### config.mk
export PLATFORM = sky130hd
export DESIGN_NAME = multi_channel_led_pwm_unit
export DESIGN_NICKNAME = d
export VERILOG_FILES = /design/src/design/lpwm_pkg.sv /design/src/design/multi_channel_led_pwm_unit.sv /design/src/design/lpwm_cell.sv /design/src/design/lpwm_out.sv
export SDC_FILE = /design/constraint.sdc
export NUM_CORES = 1
export LEC_CHECK = 0
export BUFFER_PORTS_ARGS = -buffer_cell sky130_fd_sc_hd__buf_2
export CAP_MARGIN = 20
export CORE_UTILIZATION = 30
export DETAILED_ROUTE_END_ITERATION = 8
export SETUP_SLACK_MARGIN = 0.3
export SYNTH_ARGS = -nofsm -noshare
export SYNTH_HDL_FRONTEND = slang
export SYNTH_SLANG_ARGS = --single-unit
export TNS_END_PERCENT = 1
### constraint.sdc
create_clock -name aclk -period 3.15 [get_ports aclk]
set_input_delay 0.1575 -clock aclk [delete_from_list [all_inputs] [get_ports aclk]]
set_output_delay 0.1575 -clock aclk [all_outputs]
set_load 0.01 [all_outputs]
### src/design/lpwm_pkg.sv
`timescale 1ns / 1ps
// ----------------------------------------------------------------------------
// lpwm_pkg
// Shared types and constants for the multi-channel LED PWM unit.
// ----------------------------------------------------------------------------
package lpwm_pkg;

    localparam int LED_W    = 3;
    localparam int BRIGHT_W = 8;
    localparam int MASK_W   = 8;

    localparam int CHANNELS_DEF  = 8;
    localparam int STEPS_DEF     = 16;
    localparam int LED_COUNT_DEF = 8;

    // register indexes (paddr bit 2)
    localparam logic REG_REGISTERED = 1'b0;
    localparam logic REG_POLARITY   = 1'b1;

    // input kinds carried on s_tuser
    localparam logic ACT_SET  = 1'b0;
    localparam logic ACT_TICK = 1'b1;

    typedef enum logic [1:0] {
        CMD_FREE,
        CMD_SET,
        CMD_TICK
    } cmd_kind_t;

    // token that walks down the cell chain
    typedef struct packed {
        logic             valid;
        cmd_kind_t        kind;
        logic [LED_W-1:0] led;
        logic             claim;   // still looking for a free channel
    } cmd_t;

    typedef struct packed {
        logic             active;
        logic             held;    // channel belongs to the probed LED
        logic             emit;
        logic [LED_W-1:0] led;     // zero unless emit
        logic             lit;     // zero unless emit
    } cell_stat_t;

    typedef struct packed {
        logic             write;
        logic             flush;
        logic [LED_W-1:0] led;
        logic             lit;
    } pend_req_t;

    typedef struct packed {
        logic pend_valid;
        logic slot_free;
    } out_stat_t;

    typedef enum logic [1:0] {
        ST_IDLE,
        ST_SWEEP,
        ST_FLUSH
    } state_t;

endpackage

### src/design/multi_channel_led_pwm_unit.sv
`timescale 1ns / 1ps
// ----------------------------------------------------------------------------
// multi_channel_led_pwm_unit
// Pool of PWM channels shared by LEDs, built as a chain of channel cells.
// ----------------------------------------------------------------------------
//  channel   | ports          | transaction
//  ----------+----------------+--------------------------------------------
//  input     | s_t*           | tuser = action, tdata = led, brightness
//  result    | m_t*           | tdata = led, lit, pin level; tlast = final
//  config    | APB p*         | 0x0 registered mask, 0x4 polarity mask
//
//  An accepted set or tick that acts on the pool sends a token down the
//  chain, one cell per cycle unless the chain is frozen: accept, chain walk, flush.
//  Items that cause nothing send no token. A stalled result port freezes
//  the chain when a cell has a pin change while a staged write cannot move
//  out, and holds the flush state. Reset is synchronous; the channel slots
//  clear at once, no clearing pass.
// ----------------------------------------------------------------------------
module multi_channel_led_pwm_unit
    import lpwm_pkg::*;
#(
    parameter int CHANNELS  = CHANNELS_DEF,
    parameter int STEPS     = STEPS_DEF,
    parameter int LED_COUNT = LED_COUNT_DEF
) (
    input  logic        aclk,
    input  logic        aresetn,
    input  logic        s_tvalid,
    output logic        s_tready,
    input  logic [15:0] s_tdata,    // [2:0] led_number, [10:3] brightness
    input  logic        s_tuser,    // action
    output logic        m_tvalid,
    input  logic        m_tready,
    output logic [7:0]  m_tdata,    // [2:0] target_led, [3] lit, [4] pin_level
    output logic        m_tlast,    // final_write
    input  logic        psel,
    input  logic        penable,
    input  logic        pwrite,
    input  logic [2:0]  paddr,
    input  logic [31:0] pwdata,
    output logic [31:0] prdata,
    output logic        pready
);

    localparam int LVL_W = $clog2(STEPS);

    state_t            state_reg, state_next;
    logic [MASK_W-1:0] registered_reg, registered_next;
    logic [MASK_W-1:0] polarity_reg, polarity_next;
    logic [LVL_W-1:0]  counter_reg, counter_next;
    logic [LVL_W-1:0]  level_reg, level_next;

    logic               accept;
    logic               launch;
    logic               adv;
    logic               s_action;
    logic [LED_W-1:0]   s_led;
    logic [BRIGHT_W-1:0] s_bright;
    logic               led_ok;
    logic               forced;
    logic               go_free;
    logic               go_set;
    logic               go_tick;
    logic               held_any;
    logic               any_active;
    logic               emit_any;
    logic [LED_W-1:0]   emit_led;
    logic               emit_lit;
    logic               sweep_end;
    logic               flush_req;
    logic               cfg_wr;
    cmd_t               launch_cmd;
    pend_req_t          pend_req;
    out_stat_t          out_stat;

    cmd_t               cmd_vec   [CHANNELS];
    cell_stat_t         stat_vec  [CHANNELS];
    logic [CHANNELS-1:0] tok_vec;

    // ---------------- configuration ----------------
    assign pready = 1'b1;
    assign cfg_wr = psel && penable && pwrite && pready;

    always_comb begin
        registered_next = registered_reg;
        polarity_next   = polarity_reg;
        if (cfg_wr) begin
            case (paddr[2])
                REG_REGISTERED: registered_next = pwdata[MASK_W-1:0];
                REG_POLARITY:   polarity_next   = pwdata[MASK_W-1:0];
                default: ;
            endcase
        end
    end

    always_comb begin
        case (paddr[2])
            REG_REGISTERED: prdata = {24'd0, registered_reg};
            REG_POLARITY:   prdata = {24'd0, polarity_reg};
            default:        prdata = '0;
        endcase
    end

    // ---------------- input decode ----------------
    assign s_action = s_tuser;
    assign s_led    = s_tdata[2:0];
    assign s_bright = s_tdata[10:3];
    assign led_ok   = int'(s_led) < LED_COUNT;
    assign forced   = (s_bright == '0) || (int'(s_bright) >= STEPS - 1);
    assign accept   = s_tvalid && s_tready;

    assign go_free = (s_action == ACT_SET) && led_ok && forced;
    assign go_set  = (s_action == ACT_SET) && led_ok && !forced && registered_reg[s_led];
    assign go_tick = (s_action == ACT_TICK) && any_active;
    assign launch  = accept && (go_free || go_set || go_tick);

    always_comb begin
        launch_cmd.valid = launch;
        launch_cmd.led   = s_led;
        launch_cmd.claim = go_set && !held_any;
        if (go_tick) begin
            launch_cmd.kind = CMD_TICK;
        end else if (go_set) begin
            launch_cmd.kind = CMD_SET;
        end else begin
            launch_cmd.kind = CMD_FREE;
        end
    end

    always_comb begin
        counter_next = counter_reg;
        level_next   = level_reg;
        if (launch && go_tick) begin
            counter_next = (counter_reg == LVL_W'(STEPS - 1)) ? '0 : counter_reg + 1'b1;
        end
        if (launch && go_set) begin
            level_next = s_bright[LVL_W-1:0];
        end
    end

    // ---------------- cell chain ----------------
    for (genvar i = 0; i < CHANNELS; i++) begin : g_cell
        cmd_t cmd_in;
        if (i == 0) begin : g_head
            assign cmd_in = launch_cmd;
        end else begin : g_link
            assign cmd_in = cmd_vec[i-1];
        end

        lpwm_cell #(
            .LVL_W(LVL_W)
        ) u_cell (
            .aclk     (aclk),
            .aresetn  (aresetn),
            .adv      (adv),
            .cmd_i    (cmd_in),
            .cmd_o    (cmd_vec[i]),
            .level_i  (level_reg),
            .counter_i(counter_reg),
            .probe_led(s_led),
            .stat_o   (stat_vec[i])
        );

        assign tok_vec[i] = cmd_vec[i].valid;
    end

    // only the cell holding the token can emit, so the OR picks its data
    always_comb begin
        held_any   = 1'b0;
        any_active = 1'b0;
        emit_any   = 1'b0;
        emit_led   = '0;
        emit_lit   = 1'b0;
        for (int i = 0; i < CHANNELS; i++) begin
            held_any   = held_any | stat_vec[i].held;
            any_active = any_active | stat_vec[i].active;
            emit_any   = emit_any | stat_vec[i].emit;
            emit_led   = emit_led | stat_vec[i].led;
            emit_lit   = emit_lit | stat_vec[i].lit;
        end
    end

    // freeze the chain while a new write cannot displace the pending one
    assign adv       = !(emit_any && out_stat.pend_valid && !out_stat.slot_free);
    assign sweep_end = tok_vec[CHANNELS-1] && adv;

    // ---------------- control ----------------
    always_comb begin
        state_next = state_reg;
        case (state_reg)
            ST_IDLE:  if (launch) state_next = ST_SWEEP;
            ST_SWEEP: if (sweep_end) state_next = ST_FLUSH;
            ST_FLUSH: if (!out_stat.pend_valid || out_stat.slot_free) state_next = ST_IDLE;
            default:  state_next = ST_IDLE;
        endcase
    end

    always_comb begin
        s_tready  = 1'b0;
        flush_req = 1'b0;
        case (state_reg)
            ST_IDLE:  s_tready  = 1'b1;
            ST_SWEEP: ;
            ST_FLUSH: flush_req = 1'b1;
            default:  ;
        endcase
    end

    always_comb begin
        pend_req.flush = flush_req;
        if (s_tready) begin
            pend_req.write = accept && go_free;
            pend_req.led   = s_led;
            pend_req.lit   = s_bright != '0;
        end else begin
            pend_req.write = emit_any && adv;
            pend_req.led   = emit_led;
            pend_req.lit   = emit_lit;
        end
    end

    always_ff @(posedge aclk) begin
        if (!aresetn) begin
            state_reg      <= ST_IDLE;
            registered_reg <= '0;
            polarity_reg   <= '1;
            counter_reg    <= '0;
        end else begin
            state_reg      <= state_next;
            registered_reg <= registered_next;
            polarity_reg   <= polarity_next;
            counter_reg    <= counter_next;
        end
        level_reg <= level_next;
    end

    // ---------------- result path ----------------
    lpwm_out u_out (
        .aclk    (aclk),
        .aresetn (aresetn),
        .req_i   (pend_req),
        .polarity(polarity_reg),
        .stat_o  (out_stat),
        .m_tvalid(m_tvalid),
        .m_tready(m_tready),
        .m_tdata (m_tdata),
        .m_tlast (m_tlast)
    );

    // ---------------- assertions ----------------
    a_one_token: assert property (@(posedge aclk) disable iff (!aresetn)
        $onehot0(tok_vec))
        else $error("more than one token in the cell chain");

    a_idle_quiet: assert property (@(posedge aclk) disable iff (!aresetn)
        (state_reg == ST_IDLE) |-> (tok_vec == '0) && !emit_any)
        else $error("cell activity while idle");

    a_counter_range: assert property (@(posedge aclk) disable iff (!aresetn)
        int'(counter_reg) < STEPS)
        else $error("step counter out of range");

    a_flush_done: assert property (@(posedge aclk) disable iff (!aresetn)
        (state_reg == ST_FLUSH) && (state_next == ST_IDLE) |=> !out_stat.pend_valid)
        else $error("pending write left behind after flush");

endmodule

### src/design/lpwm_cell.sv
`timescale 1ns / 1ps
// ----------------------------------------------------------------------------
// lpwm_cell
// One PWM channel slot. Acts on the token it holds and passes it on.
// ----------------------------------------------------------------------------
module lpwm_cell
    import lpwm_pkg::*;
#(
    parameter int LVL_W = 4
) (
    input  logic             aclk,
    input  logic             aresetn,
    input  logic             adv,
    input  cmd_t             cmd_i,
    output cmd_t             cmd_o,
    input  logic [LVL_W-1:0] level_i,
    input  logic [LVL_W-1:0] counter_i,
    input  logic [LED_W-1:0] probe_led,
    output cell_stat_t       stat_o
);

    logic             active_reg, active_next;
    logic [LED_W-1:0] led_reg, led_next;
    logic [LVL_W-1:0] level_reg, level_next;
    logic             pin_reg, pin_next;
    cmd_t             cmd_reg;
    cmd_t             cmd_fwd;
    logic             match;
    logic             on;
    logic             emit;

    assign match = active_reg && (led_reg == cmd_reg.led);
    assign on    = counter_i < level_reg;

    always_comb begin
        active_next = active_reg;
        led_next    = led_reg;
        level_next  = level_reg;
        pin_next    = pin_reg;
        cmd_fwd     = cmd_reg;
        emit        = 1'b0;
        if (cmd_reg.valid) begin
            case (cmd_reg.kind)
                CMD_FREE: begin
                    if (match) begin
                        active_next = 1'b0;
                        led_next    = '0;
                        level_next  = '0;
                        pin_next    = 1'b0;
                    end
                end
                CMD_SET: begin
                    if (match) begin
                        level_next = level_i;
                        pin_next   = 1'b0;
                    end else if (cmd_reg.claim && !active_reg) begin
                        active_next   = 1'b1;
                        led_next      = cmd_reg.led;
                        level_next    = level_i;
                        pin_next      = 1'b0;
                        cmd_fwd.claim = 1'b0;
                    end
                end
                CMD_TICK: begin
                    if (active_reg && (on != pin_reg)) begin
                        pin_next = on;
                        emit     = 1'b1;
                    end
                end
                default: ;
            endcase
        end
    end

    always_ff @(posedge aclk) begin
        if (!aresetn) begin
            active_reg <= 1'b0;
            led_reg    <= '0;
            level_reg  <= '0;
            pin_reg    <= 1'b0;
            cmd_reg    <= '0;
        end else if (adv) begin
            active_reg <= active_next;
            led_reg    <= led_next;
            level_reg  <= level_next;
            pin_reg    <= pin_next;
            cmd_reg    <= cmd_i;
        end
    end

    assign cmd_o         = cmd_fwd;
    assign stat_o.active = active_reg;
    assign stat_o.held   = active_reg && (led_reg == probe_led);
    assign stat_o.emit   = emit;
    assign stat_o.led    = emit ? led_reg : '0;
    assign stat_o.lit    = emit & on;

endmodule

### src/design/lpwm_out.sv
`timescale 1ns / 1ps
// ----------------------------------------------------------------------------
// lpwm_out
// Result staging: one pending write plus the output register. A write is
// released as non-final when the next one arrives, or as final on flush.
// ----------------------------------------------------------------------------
module lpwm_out
    import lpwm_pkg::*;
(
    input  logic              aclk,
    input  logic              aresetn,
    input  pend_req_t         req_i,
    input  logic [MASK_W-1:0] polarity,
    output out_stat_t         stat_o,
    output logic              m_tvalid,
    input  logic              m_tready,
    output logic [7:0]        m_tdata,   // [2:0] target_led, [3] lit, [4] pin_level
    output logic              m_tlast    // final_write
);

    logic             pend_valid_reg, pend_valid_next;
    logic [LED_W-1:0] pend_led_reg, pend_led_next;
    logic             pend_lit_reg, pend_lit_next;
    logic             out_valid_reg, out_valid_next;
    logic [LED_W-1:0] out_led_reg, out_led_next;
    logic             out_lit_reg, out_lit_next;
    logic             out_pin_reg, out_pin_next;
    logic             out_last_reg, out_last_next;
    logic             slot_free;
    logic             move;
    logic             flush_go;

    assign slot_free = !out_valid_reg || m_tready;
    // caller only writes when the slot can take the older pending entry
    assign move      = req_i.write && pend_valid_reg;
    assign flush_go  = req_i.flush && pend_valid_reg && slot_free;

    always_comb begin
        pend_valid_next = pend_valid_reg;
        pend_led_next   = pend_led_reg;
        pend_lit_next   = pend_lit_reg;
        out_valid_next  = out_valid_reg;
        out_led_next    = out_led_reg;
        out_lit_next    = out_lit_reg;
        out_pin_next    = out_pin_reg;
        out_last_next   = out_last_reg;

        if (move || flush_go) begin
            out_valid_next = 1'b1;
            out_led_next   = pend_led_reg;
            out_lit_next   = pend_lit_reg;
            out_pin_next   = pend_lit_reg ~^ polarity[pend_led_reg];
            out_last_next  = flush_go;
        end else if (m_tready) begin
            out_valid_next = 1'b0;
        end

        if (req_i.write) begin
            pend_valid_next = 1'b1;
            pend_led_next   = req_i.led;
            pend_lit_next   = req_i.lit;
        end else if (flush_go) begin
            pend_valid_next = 1'b0;
        end
    end

    always_ff @(posedge aclk) begin
        if (!aresetn) begin
            pend_valid_reg <= 1'b0;
            out_valid_reg  <= 1'b0;
        end else begin
            pend_valid_reg <= pend_valid_next;
            out_valid_reg  <= out_valid_next;
        end
        pend_led_reg <= pend_led_next;
        pend_lit_reg <= pend_lit_next;
        out_led_reg  <= out_led_next;
        out_lit_reg  <= out_lit_next;
        out_pin_reg  <= out_pin_next;
        out_last_reg <= out_last_next;
    end

    assign stat_o.pend_valid = pend_valid_reg;
    assign stat_o.slot_free  = slot_free;
    assign m_tvalid          = out_valid_reg;
    assign m_tdata           = {3'b000, out_pin_reg, out_lit_reg, out_led_reg};
    assign m_tlast           = out_last_reg;

endmodule

Yosys cells after proc, flatten, opt, wreduce, memory -nomap -nowiden --
Index checks and enable logic that the tools add are counted.
Storage, ports and cells: logic and storage cells 557, output and inout bits 44, register bits after elaboration 166
Cells by class: add/sub/neg operators 1, multiplexer cells 208, order comparisons 11, bitwise gates (word level) 47, reductions and logical operators 127, equal/unequal tests 86
Operators with widths (count):
- $mux W1 | 110
- $mux W4 | 26
- $mux W3 | 32
- $reduce_and A6 Y1 | 16
- $pmux W32 S2 | 1
- $pmux W4 S2 | 8
- $logic_and A1 B1 Y1 | 51
- $eq A3 B3 Y1 | 16
- $ne A2 B1 Y1 const B | 24
- $pmux W3 S2 | 8
- $reduce_and A5 Y1 | 8
- $lt A4 B4 Y1 | 8
- $or A1 B1 Y1 | 28
- $ne A3 B1 Y1 const B | 8
- $pmux W1 S3 | 8
- $reduce_bool A3 Y1 | 8
- $ne A2 B2 Y1 const B | 11
- $or A3 B3 Y3 | 7
- $reduce_bool A2 Y1 | 10
- $eq A2 B1 Y1 const B | 9
- $eq A2 B2 Y1 const B | 9
- $logic_not A2 Y1 | 9
- $pmux W1 S2 | 8
- $logic_not A1 Y1 | 14
- other kinds (16) | 43

Depth between registers and ports, before layout --
Gate-level depths: netlist (run 1).
depth in word-level cells 21, gate-level depth with buffers 12

Modules after synthesis --
A second synthesis (run 1) with hierarchy kept.
Second synthesis, totals: cells, all modules 1097, area, all modules 9799.4 um^2
By module, submodules not included:
- lpwm_cell | cells an instance 109, seq. area each 320.3 um^2, area each 950.9 um^2, instances 8
- multi_channel_led_pwm_unit | cells an instance 190, seq. area each 560.5 um^2, area each 1661.6 um^2, instances 1
- lpwm_out | cells an instance 35, seq. area each 340.3 um^2, area each 530.5 um^2, instances 1

Worst setup path before layout (run 1) --
No wires, ideal clock.
path kind reg-to-reg, from reg counter_reg[2], to reg u_out.out_last_reg (netlist: u_out.m_tlast), enable pin, clock period less this slack 2956 ps, cell stages (with the launch flop) 9, data arrival time 2687 ps, library setup time 268 ps, slack 194 ps, cell sequence dfxtp_1 > ha_1 > o21a_1 > o2bb2ai_1 > mux2i_1 > or4_4 > o21ai_0 > o21ai_0 > o21a_1
RTL lines:
- start, declared | RTL line multi_channel_led_pwm_unit.sv:50 | logic [LVL_W-1:0] counter_reg, counter_next;
- start signal, assigned | RTL line multi_channel_led_pwm_unit.sv:232 | counter_reg <= counter_next;
- end signal, assigned | RTL line lpwm_out.sv:80 | out_last_reg <= out_last_next;
- end, declared | RTL line lpwm_out.sv:28 | logic out_last_reg, out_last_next;

Worst setup path after layout (run 1) --
from reg counter_reg[1], to reg g_cell[4].u_cell.level_reg[2]
Between the ends: cells in the longest elaborated chain, start to end 17
Ends and longest elaborated chain:
- $lt A4 B4 Y1 | RTL line lpwm_cell.sv:33 | assign on = counter_i < level_reg;
- $ne A1 B1 Y1 | RTL line lpwm_cell.sv:65 | if (active_reg && (on != pin_reg)) begin
- $logic_and A1 B1 Y1 | RTL line lpwm_cell.sv:65
- $mux W1 | RTL line lpwm_cell.sv:65
- $mux W1 | RTL line lpwm_cell.sv:43 | case (cmd_reg.kind)
- $mux W1 | RTL line lpwm_cell.sv:42 | if (cmd_reg.valid) begin
- $or A1 B1 Y1 (6 in a row) | RTL line multi_channel_led_pwm_unit.sv:177 | emit_any = emit_any | stat_vec[i].emit;
- $or A1 B1 Y1 * | RTL line multi_channel_led_pwm_unit.sv:177
- $logic_and A1 B1 Y1 * (2 in a row) | RTL line multi_channel_led_pwm_unit.sv:184 | assign adv = !(emit_any && out_stat.pend_valid && !out_stat.slot_free);
- $not A1 Y1 (no source line) *
- $reduce_and A5 Y1 (no source line) *
- end signal, assigned | RTL line lpwm_cell.sv:85 | level_reg <= level_next;
- end, declared | RTL line lpwm_cell.sv:24 | logic [LVL_W-1:0] level_reg, level_next;
Mark *: on every way between the ends. The rest lies on a longest branch, timed or not. A chain may end at the register's enable or synchronous reset.

==> metrics.log, run 1 <==
[metrics] P&R area growth vs syn: 19.5%
[metrics] leakage power of the design: 4.08 nW
[metrics] post-route antenna net violation count: 0
[metrics] number of flops mapped to enable cells by yosys: 14
[metrics] Worst Clk Skew: around 8.9 ps
[metrics] DRC viols: 0
[metrics] switching power as a share of total power: between 20 and 25%
[metrics] R2R Setup Slk: 120 ps
[metrics] number of failing setup endpoints in the final timing report: 0
[metrics] pin count of the biggest net entering global routing: 75
[metrics] number of buffer cells added on primary ports: 43
[metrics] Power Internal: between 3 and 4 mW
[metrics] level count of the clock H-tree: 4
[metrics] total number of vias: roughly 7,800
[metrics] gate count after technology mapping: roughly 1,100
[metrics] wire length of the first global-routing pass: 40.0 mm
[metrics] clock period minus final worst setup slack: between 3000 and 4000 ps
[metrics] number of endpoints with negative hold slack in the final report: 0
[metrics] post-synthesis cell area: 9280 um^2
[metrics] required arrival time at the worst endpoint: 3460 ps
[metrics] path class of the lowest-slack min-delay path: input pin to flop
[metrics] core area: between 30,000 and 40,000 um^2
[metrics] power share of the combinational group: roughly 4.8%
[metrics] setup repair after global routing missed its margin: yes
[metrics] peak supply drop: 377 uV
[metrics] Critical Path End Type: flop
[metrics] fraction of synthesized cell area taken by the top area cell type: 32.8%
[metrics] slew at the pin with the worst max-slew slack: 843 ps
[metrics] status: complete, no violations
[metrics] number of max-slew violations in the final report: 0
[metrics] most area-hungry cell type in the Yosys netlist: sky130_fd_sc_hd__dfxtp_1
[metrics] Final TNS setup: 0 ps
[metrics] GRT Total Usage: between 15 and 20%
[metrics] starting density of the core: a little under a third
[metrics] list of most frequent post-synthesis cells: sky130_fd_sc_hd__nand2_1, sky130_fd_sc_hd__dfxtp_1, sky130_fd_sc_hd__mux2i_1
[metrics] number of clock sinks: between 150 and 200
[metrics] placed wire-length estimate: 17.0 mm
[metrics] chip height: roughly 180 um
[metrics] power density cells: about 400 nW/um^2
[metrics] number of buffers on the longest clock path: 2
[metrics] IO Count: 103
[metrics] overall power of the completed layout: 4.43 mW
[metrics] clock-pin transition on the worst setup and hold timing paths: ~70 ps
[metrics] Avg Cell Area, Syn: roughly 8.5 um^2
[metrics] total length of routed wires: ~24 mm
[metrics] number of distinct library cells after synthesis: 68
[metrics] total congestion overflow: 0
[metrics] design area: 11,100 um^2
[metrics] FFs w/ async S/R, synth: 0%
[metrics] worst-case headroom to the max-slew limit: 43.7%
[metrics] part of the Yosys area used for sequential elements: around 37%
[metrics] antenna violations before repair: 0
[metrics] insertion delay to the later sink of the worst-skew pair: about 430 ps
[metrics] final non-filler cell total: approximately 1,600
[metrics] chip width: ~180 um
[metrics] Net Sw Power: 1.09 mW
[metrics] via/cell ratio: between 4 and 5
[metrics] CTS Root Cell: sky130_fd_sc_hd__clkbuf_16
[metrics] share of power burned in the clock network: 46.2%
[metrics] Largest register FFs: 48
[metrics] largest cells by area after synthesis: sky130_fd_sc_hd__dfxtp_1, sky130_fd_sc_hd__nand2_1, sky130_fd_sc_hd__mux2i_1, sky130_fd_sc_hd__a21boi_0, sky130_fd_sc_hd__edfxtp_1
[metrics] sequential cell fraction of total power: between 40% and 50%
[metrics] area of the die: ~32,000 um^2
[metrics] maximum fanout along the worst path: 7
[metrics] placed cells: roughly 1,500
[metrics] arrival time worst endpoint: ~3300 ps
[metrics] dominant synthesized flop cell: sky130_fd_sc_hd__dfxtp_1
[metrics] max-cap check violation count: 0
[metrics] clock tree from TritonCTS: built
[metrics] share of layout cells above drive strength 1: 17.3%
[metrics] number of optimization iterations in the first detailed-route pass: 5
[metrics] average wire per cell in the routed design: ~15 um
[metrics] total of warnings raised by yosys: 0
[metrics] highest attainable clock frequency: between 300 and 400 MHz
[metrics] area post-placement: ~10000 um^2
[metrics] initial DRC count: 540
[metrics] flip-flop and latch count after synthesis: roughly 170
[metrics] final antenna diode count: 0
[metrics] kind of critical path: flop to flop
[metrics] kind of start point of the critical path: flop
[metrics] weighted congestion at the end of routability-driven global placement: ~0.85
[metrics] most frequent cell after synthesis: sky130_fd_sc_hd__nand2_1
[metrics] floorplan row count: 64
[metrics] number of filler instances in the final layout: around 3,000
[metrics] number of buffers added by the clock tree synthesis step: 17
[metrics] final period utilization: roughly 96%
[metrics] Final Net Count: about 1,200
[metrics] via count of the first global-routing pass: roughly 7,600
-- power groups by stage --
| stage | Clock, mW | Combinational, mW | Sequential [mW] |
|---|---|---|---|
| final | 2.05 | 0.214 | 2.17 |
| after global routing | 2.20 | 0.236 | 2.17 |
| after CTS | 2.10 | 0.214 | 2.17 |
| after detailed placement | 0 | 0.202 | 2.22 |
| after global placement | 0 | 0.199 | 2.22 |
| after floorplan | 0 | 0.167 | 2.21 |
-- layer usage --
layer  vias to the layer above  part of all wire (%)  GRT usage [%]
met2                       145                    48           26.6
met5                         -                     0              0
li1                       3854                     -              -
met4                         0                   1.5           5.09
met1                      3740                    47           21.3
met3                        29                   3.4           2.61
-- path summary, 6_finish.rpt --
path | startpoint | end | depth (start not counted)
worst max-delay path | counter_reg[1]$_SDFFE_PN0P_ | g_cell[4].u_cell.level_reg[2]$_SDFFE_PN0P_ | 12
worst min-delay path | m_tready | state_reg[1]$_SDFFE_PN0P_ | 4
worst max register to register | counter_reg[1]$_SDFFE_PN0P_ | g_cell[4].u_cell.level_reg[2]$_SDFFE_PN0P_ | 12
worst min register to register | g_cell[2].u_cell.level_reg[1]$_SDFFE_PN0P_ | g_cell[2].u_cell.level_reg[1]$_SDFFE_PN0P_ | 2
-- cell usage in the layout, fill, tap and decap left out, types with 9 or more instances in the layout --
| cell | n |
|---|---|
| sky130_fd_sc_hd__nand2_1 | 266 |
| sky130_fd_sc_hd__dfxtp_1 | 148 |
| sky130_fd_sc_hd__mux2i_1 | 76 |
| sky130_fd_sc_hd__a21boi_0 | 63 |
| sky130_fd_sc_hd__buf_4 | 59 |
| sky130_fd_sc_hd__nand3_1 | 57 |
| sky130_fd_sc_hd__buf_2 | 42 |
| sky130_fd_sc_hd__xnor2_1 | 41 |
| sky130_fd_sc_hd__inv_1 | 38 |
| sky130_fd_sc_hd__conb_1 | 28 |
| sky130_fd_sc_hd__nand4_1 | 26 |
| sky130_fd_sc_hd__nor2_1 | 21 |
| sky130_fd_sc_hd__ha_1 | 19 |
| sky130_fd_sc_hd__clkbuf_16 | 17 |
| sky130_fd_sc_hd__o21ai_0 | 16 |
| sky130_fd_sc_hd__o21a_1 | 14 |
| sky130_fd_sc_hd__edfxtp_1 | 14 |
| sky130_fd_sc_hd__xor2_1 | 13 |
| sky130_fd_sc_hd__nor2b_1 | 12 |
| sky130_fd_sc_hd__dlygate4sd3_1 | 12 |
| sky130_fd_sc_hd__a21oi_1 | 11 |
| sky130_fd_sc_hd__nand3b_1 | 11 |
| sky130_fd_sc_hd__nand2b_1 | 9 |
| sky130_fd_sc_hd__mux2_2 | 9 |
-- area by class of cell --
| cell class | count | area, um^2 | area share [%] |
|---|---|---|---|
| Multi-Input combinational cell | 817 | 5450 | 49.2 |
| Timing Repair Buffer | 123 | 945 | 8.53 |
| Inverter | 38 | 143 | 1.29 |
| Tap cell | 396 | 495 | 4.47 |
| Sequential cell | 166 | 3470 | 31.3 |
| Clock inverter | 15 | 144 | 1.30 |
| Clock buffer | 17 | 425 | 3.84 |
-- repair_timing --
item,in CTS,in global routing
gates resized for setup,32,14
hold buffers,12,0
setup buffers,17,3
setup endpoints to repair,138,142
hold endpoints to repair,20,0
pin swaps,18,9
gates cloned,2,0
-- worst max-delay path: stages, from the launching register on --
cell                        delay, ps
sky130_fd_sc_hd__dfxtp_4          400
sky130_fd_sc_hd__buf_6            150
sky130_fd_sc_hd__ha_1             310
sky130_fd_sc_hd__a2111oi_4         70
sky130_fd_sc_hd__buf_4            150
sky130_fd_sc_hd__o211ai_1         230
sky130_fd_sc_hd__o31ai_2          170
sky130_fd_sc_hd__a2111o_1         410
sky130_fd_sc_hd__o21bai_4         300
sky130_fd_sc_hd__buf_12           150
sky130_fd_sc_hd__buf_16           120
sky130_fd_sc_hd__nand3b_1         240
sky130_fd_sc_hd__mux2i_1          190
-- cells by family (layout without fill, tap and decap cells) --
family	Yosys count	count (layout)	synth area share, %
fa+ha+maj	25	25	3.37
buf+inv	133	193	6.85
mux	90	90	10.4
simple gates	457	457	23.1
flops	166	166	37.3
compound gates	163	163	13.8
other cells	2	28	0.0810
xor+xnor	54	54	5.10
-- stage by stage --
step | hold slack, ps | util (%) | setup WS, ps
floorplan | 256 | - | 324
detailed placement | 363 | 32.7 | 63.5
global route | 106 | 36.3 | 10.0
global placement | 362 | 32.7 | 92.3
CTS | 85.1 | 36.1 | 138
finish | 98.3 | 36.3 | 123
(Power assumes the default switching activity.)
==> inputs of run 2 (changes only) <==
SYNTH_HIERARCHICAL = 1   (was default)
==> run 2 against run 1 <==
  * Combinational power is 6% higher
  * Count of clock-buffer cells in the layout stayed put
  * Register-to-register slack gained 110 ps
  * Cell area grew 3.1%
  * Final cell count grew 0.57%
  * Via count decreased by 0.89%
  * Synthesized cell count did not move
  * Die area is 5.0% higher
  * Sequential power hardly changed
  * First-iteration DRC count fell by 4.4%
  * Worst hold slack worse by 2.1 ps
  * Highest routed layer unchanged
==> metrics.log, run 2 <==
[metrics] status: complete, no violations
[metrics] worst-path cell chain: buf_8 -> ha_4 -> a2111oi_4 -> o21ai_1 -> nor3b_4 -> nor4_4 -> a21o_4 -> buf_12 -> nand3b_1 -> a21oi_2 -> o21ai_2 -> a22o_1
[metrics] CTS Root Cell: sky130_fd_sc_hd__clkbuf_16
[metrics] share of layout cells above drive strength 1: 21.3%
[metrics] max-cap check violation count: 0
[metrics] worst-case headroom to the max-slew limit: 49.2%
[metrics] gate count after technology mapping: 1,090
[metrics] post-synthesis cell area: around 9700 um^2
[metrics] Slowest cell on crit path: sky130_fd_sc_hd__dfxtp_4
[metrics] insertion delay to the later sink of the worst-skew pair: between 400 and 500 ps
[metrics] number of buffer cells added on primary ports: 43
[metrics] total length of routed wires: ~25 mm
[metrics] IO Count: around 100
[metrics] initial DRC count: between 500 and 600
[metrics] chip width: about 180 um
[metrics] weighted congestion at the end of routability-driven global placement: between 0.8 and 0.9
[metrics] P&R area growth vs syn: 17.2%
[metrics] Critical Path End Type: flop
[metrics] number of buffers on the longest clock path: 2
[metrics] placed wire-length estimate: 17.4 mm
[metrics] number of clock sinks: between 150 and 200
[metrics] cell depth of the worst flop-to-flop path: 12
[metrics] kind of critical path: flop to flop
[metrics] path class of the lowest-slack min-delay path: input pin to flop
[metrics] Hold Path Cell Cnt: 3
[metrics] leakage power of the design: between 4 and 5 nW
[metrics] total number of vias: between 7,000 and 8,000
[metrics] slew at the pin with the worst max-slew slack: ~760 ps
[metrics] setup repair after global routing missed its margin: yes
[metrics] starting density of the core: a little under a third
[metrics] via/cell ratio: around 4.9
[metrics] number of buffers added by the clock tree synthesis step: 17
[metrics] number of endpoints with negative hold slack in the final report: 0
[metrics] pin count of the biggest net entering global routing: 27
[metrics] number of failing setup endpoints in the final timing report: 0
[metrics] clock tree from TritonCTS: built
[metrics] final period utilization: 92.7%
[metrics] chip height: around 180 um
[metrics] core area: approximately 32,000 um^2
[metrics] highest attainable clock frequency: 342 MHz
[metrics] maximum fanout along the worst path: 6
[metrics] peak supply drop: between 300 and 400 uV
[metrics] Avg Cell Area, Syn: slightly below 9 um^2
[metrics] via count of the first global-routing pass: 7,027
[metrics] final core occ: a little over a third
[metrics] DRC viols: 0
[metrics] clock period minus final worst setup slack: 2920 ps
[metrics] clock-pin transition on the worst setup and hold timing paths: 80 ps
[metrics] antenna violations before repair: 0
[metrics] final antenna diode count: 0
[metrics] most frequent cells in the layout: sky130_fd_sc_hd__dfxtp_1, sky130_fd_sc_hd__nor2_1, sky130_fd_sc_hd__nand2_1
[metrics] Worst Clk Skew: approximately 15 ps
[metrics] total of warnings raised by yosys: 6
[metrics] level count of the clock H-tree: 4
[metrics] Largest stage delay, worst path: 390 ps
[metrics] number of max-slew violations in the final report: 0
[metrics] WP depth: 12
[metrics] Largest register FFs: 48
[metrics] family with the most delay on the worst path: compound AO/OA/AOI/OAI gates
[metrics] floorplan row count: between 60 and 70
[metrics] arrival time worst endpoint: 3250 ps
[metrics] total congestion overflow: 0
[metrics] GRT Total Usage: about 15%
[metrics] area of the die: roughly 33,000 um^2
[metrics] most common cell after layout, fill and taps aside: sky130_fd_sc_hd__dfxtp_1
[metrics] Final Net Count: between 1,000 and 1,500
[metrics] Final TNS setup: 0 ps
[metrics] power density cells: about 400 nW/um^2
[metrics] average wire per cell in the routed design: 15.9 um
[metrics] required arrival time at the worst endpoint: about 3500 ps
[metrics] post-route antenna net violation count: 0
[metrics] number of optimization iterations in the first detailed-route pass: 5
[metrics] kind of start point of the critical path: flop
[metrics] wire length of the first global-routing pass: roughly 38 mm
[metrics] Critical path buffers and inverters: 2
==> run 2: worst paths after layout <==
path | start | end | slack [ps]
min | m_tready | u_out/m_tvalid$_SDFFE_PN0P_ | 100
min reg2reg | g_cell[3].u_cell/level_reg[3]$_SDFFE_PN0P_ | g_cell[3].u_cell/level_reg[3]$_SDFFE_PN0P_ | 450
max reg2reg | counter_reg[1]$_SDFFE_PN0P_ | g_cell[7].u_cell/led_reg[0]$_SDFFE_PN0P_ | 230
max | counter_reg[1]$_SDFFE_PN0P_ | g_cell[7].u_cell/led_reg[0]$_SDFFE_PN0P_ | 230
==> run 2: worst reg2reg max path, delay by kind of cell, from the launching register on <==
family          cells  cell delay [ps]
compound gates      6             1200
fa+ha+maj           1              210
buf+inv             2              280
flops               1              390
simple gates        3              730
==> run 2: per-layer routing <==
| metal | wire, um | global-route usage [%] | share of wire [%] | vias to the layer above |
|---|---|---|---|---|
| met5 | 0 | 0 | 0 | - |
| met4 | 409 | 4.03 | 1.6 | 0 |
| met3 | 1070 | 3.19 | 4.3 | 23 |
| met2 | 11400 | 23.0 | 45 | 149 |
| met1 | 12300 | 20.8 | 49 | 3717 |
| li1 | - | - | - | 3810 |
==> run 2: per-stage QoR <==
step           instance area (um^2)  hold slack, ps  instances  total power, mW  worst slack [ps]
5_1_grt                       11400             103       1581             4.61              31.9
3_5_place_dp                  10300             364       1521             2.42              21.4
2_1_floorplan                  9940             256       1115             2.38               256
4_1_cts                       11200            81.1       1570             4.49               230
3_3_place_gp                  10300             360       1521             2.42              35.3
6_report                      11400            96.2       1581             4.45               230
==> run 2: final cells by class <==
type,count,area [um^2]
clock buffer,17,425
clock inverter,15,158
fill,3206,20400
inverter,44,170
multi-input combinational,784,5740
sequential,166,3470
tap,435,544
timing repair buffer,120,918
==> run 2: power breakdown <==
group	total (mW)	switching [mW]	leakage [nW]	internal [mW]
Combinational	0.226	0.142	2.67	0.0839
Sequential	2.17	0.0208	1.35	2.14
Clock	2.06	1.00	0.284	1.06
Total	4.45	1.16	4.31	3.29
==> run 2: timing repair <==
action / 4_1_cts / 5_1_grt
setup endpoints to repair: 113 / 132
hold buffers: 12 / 0
resized for setup: 29 / 33
pin swaps: 19 / 24
buffers inserted: 5 / 10
cloned: 0 / 1
hold endpoints to repair: 18 / 0
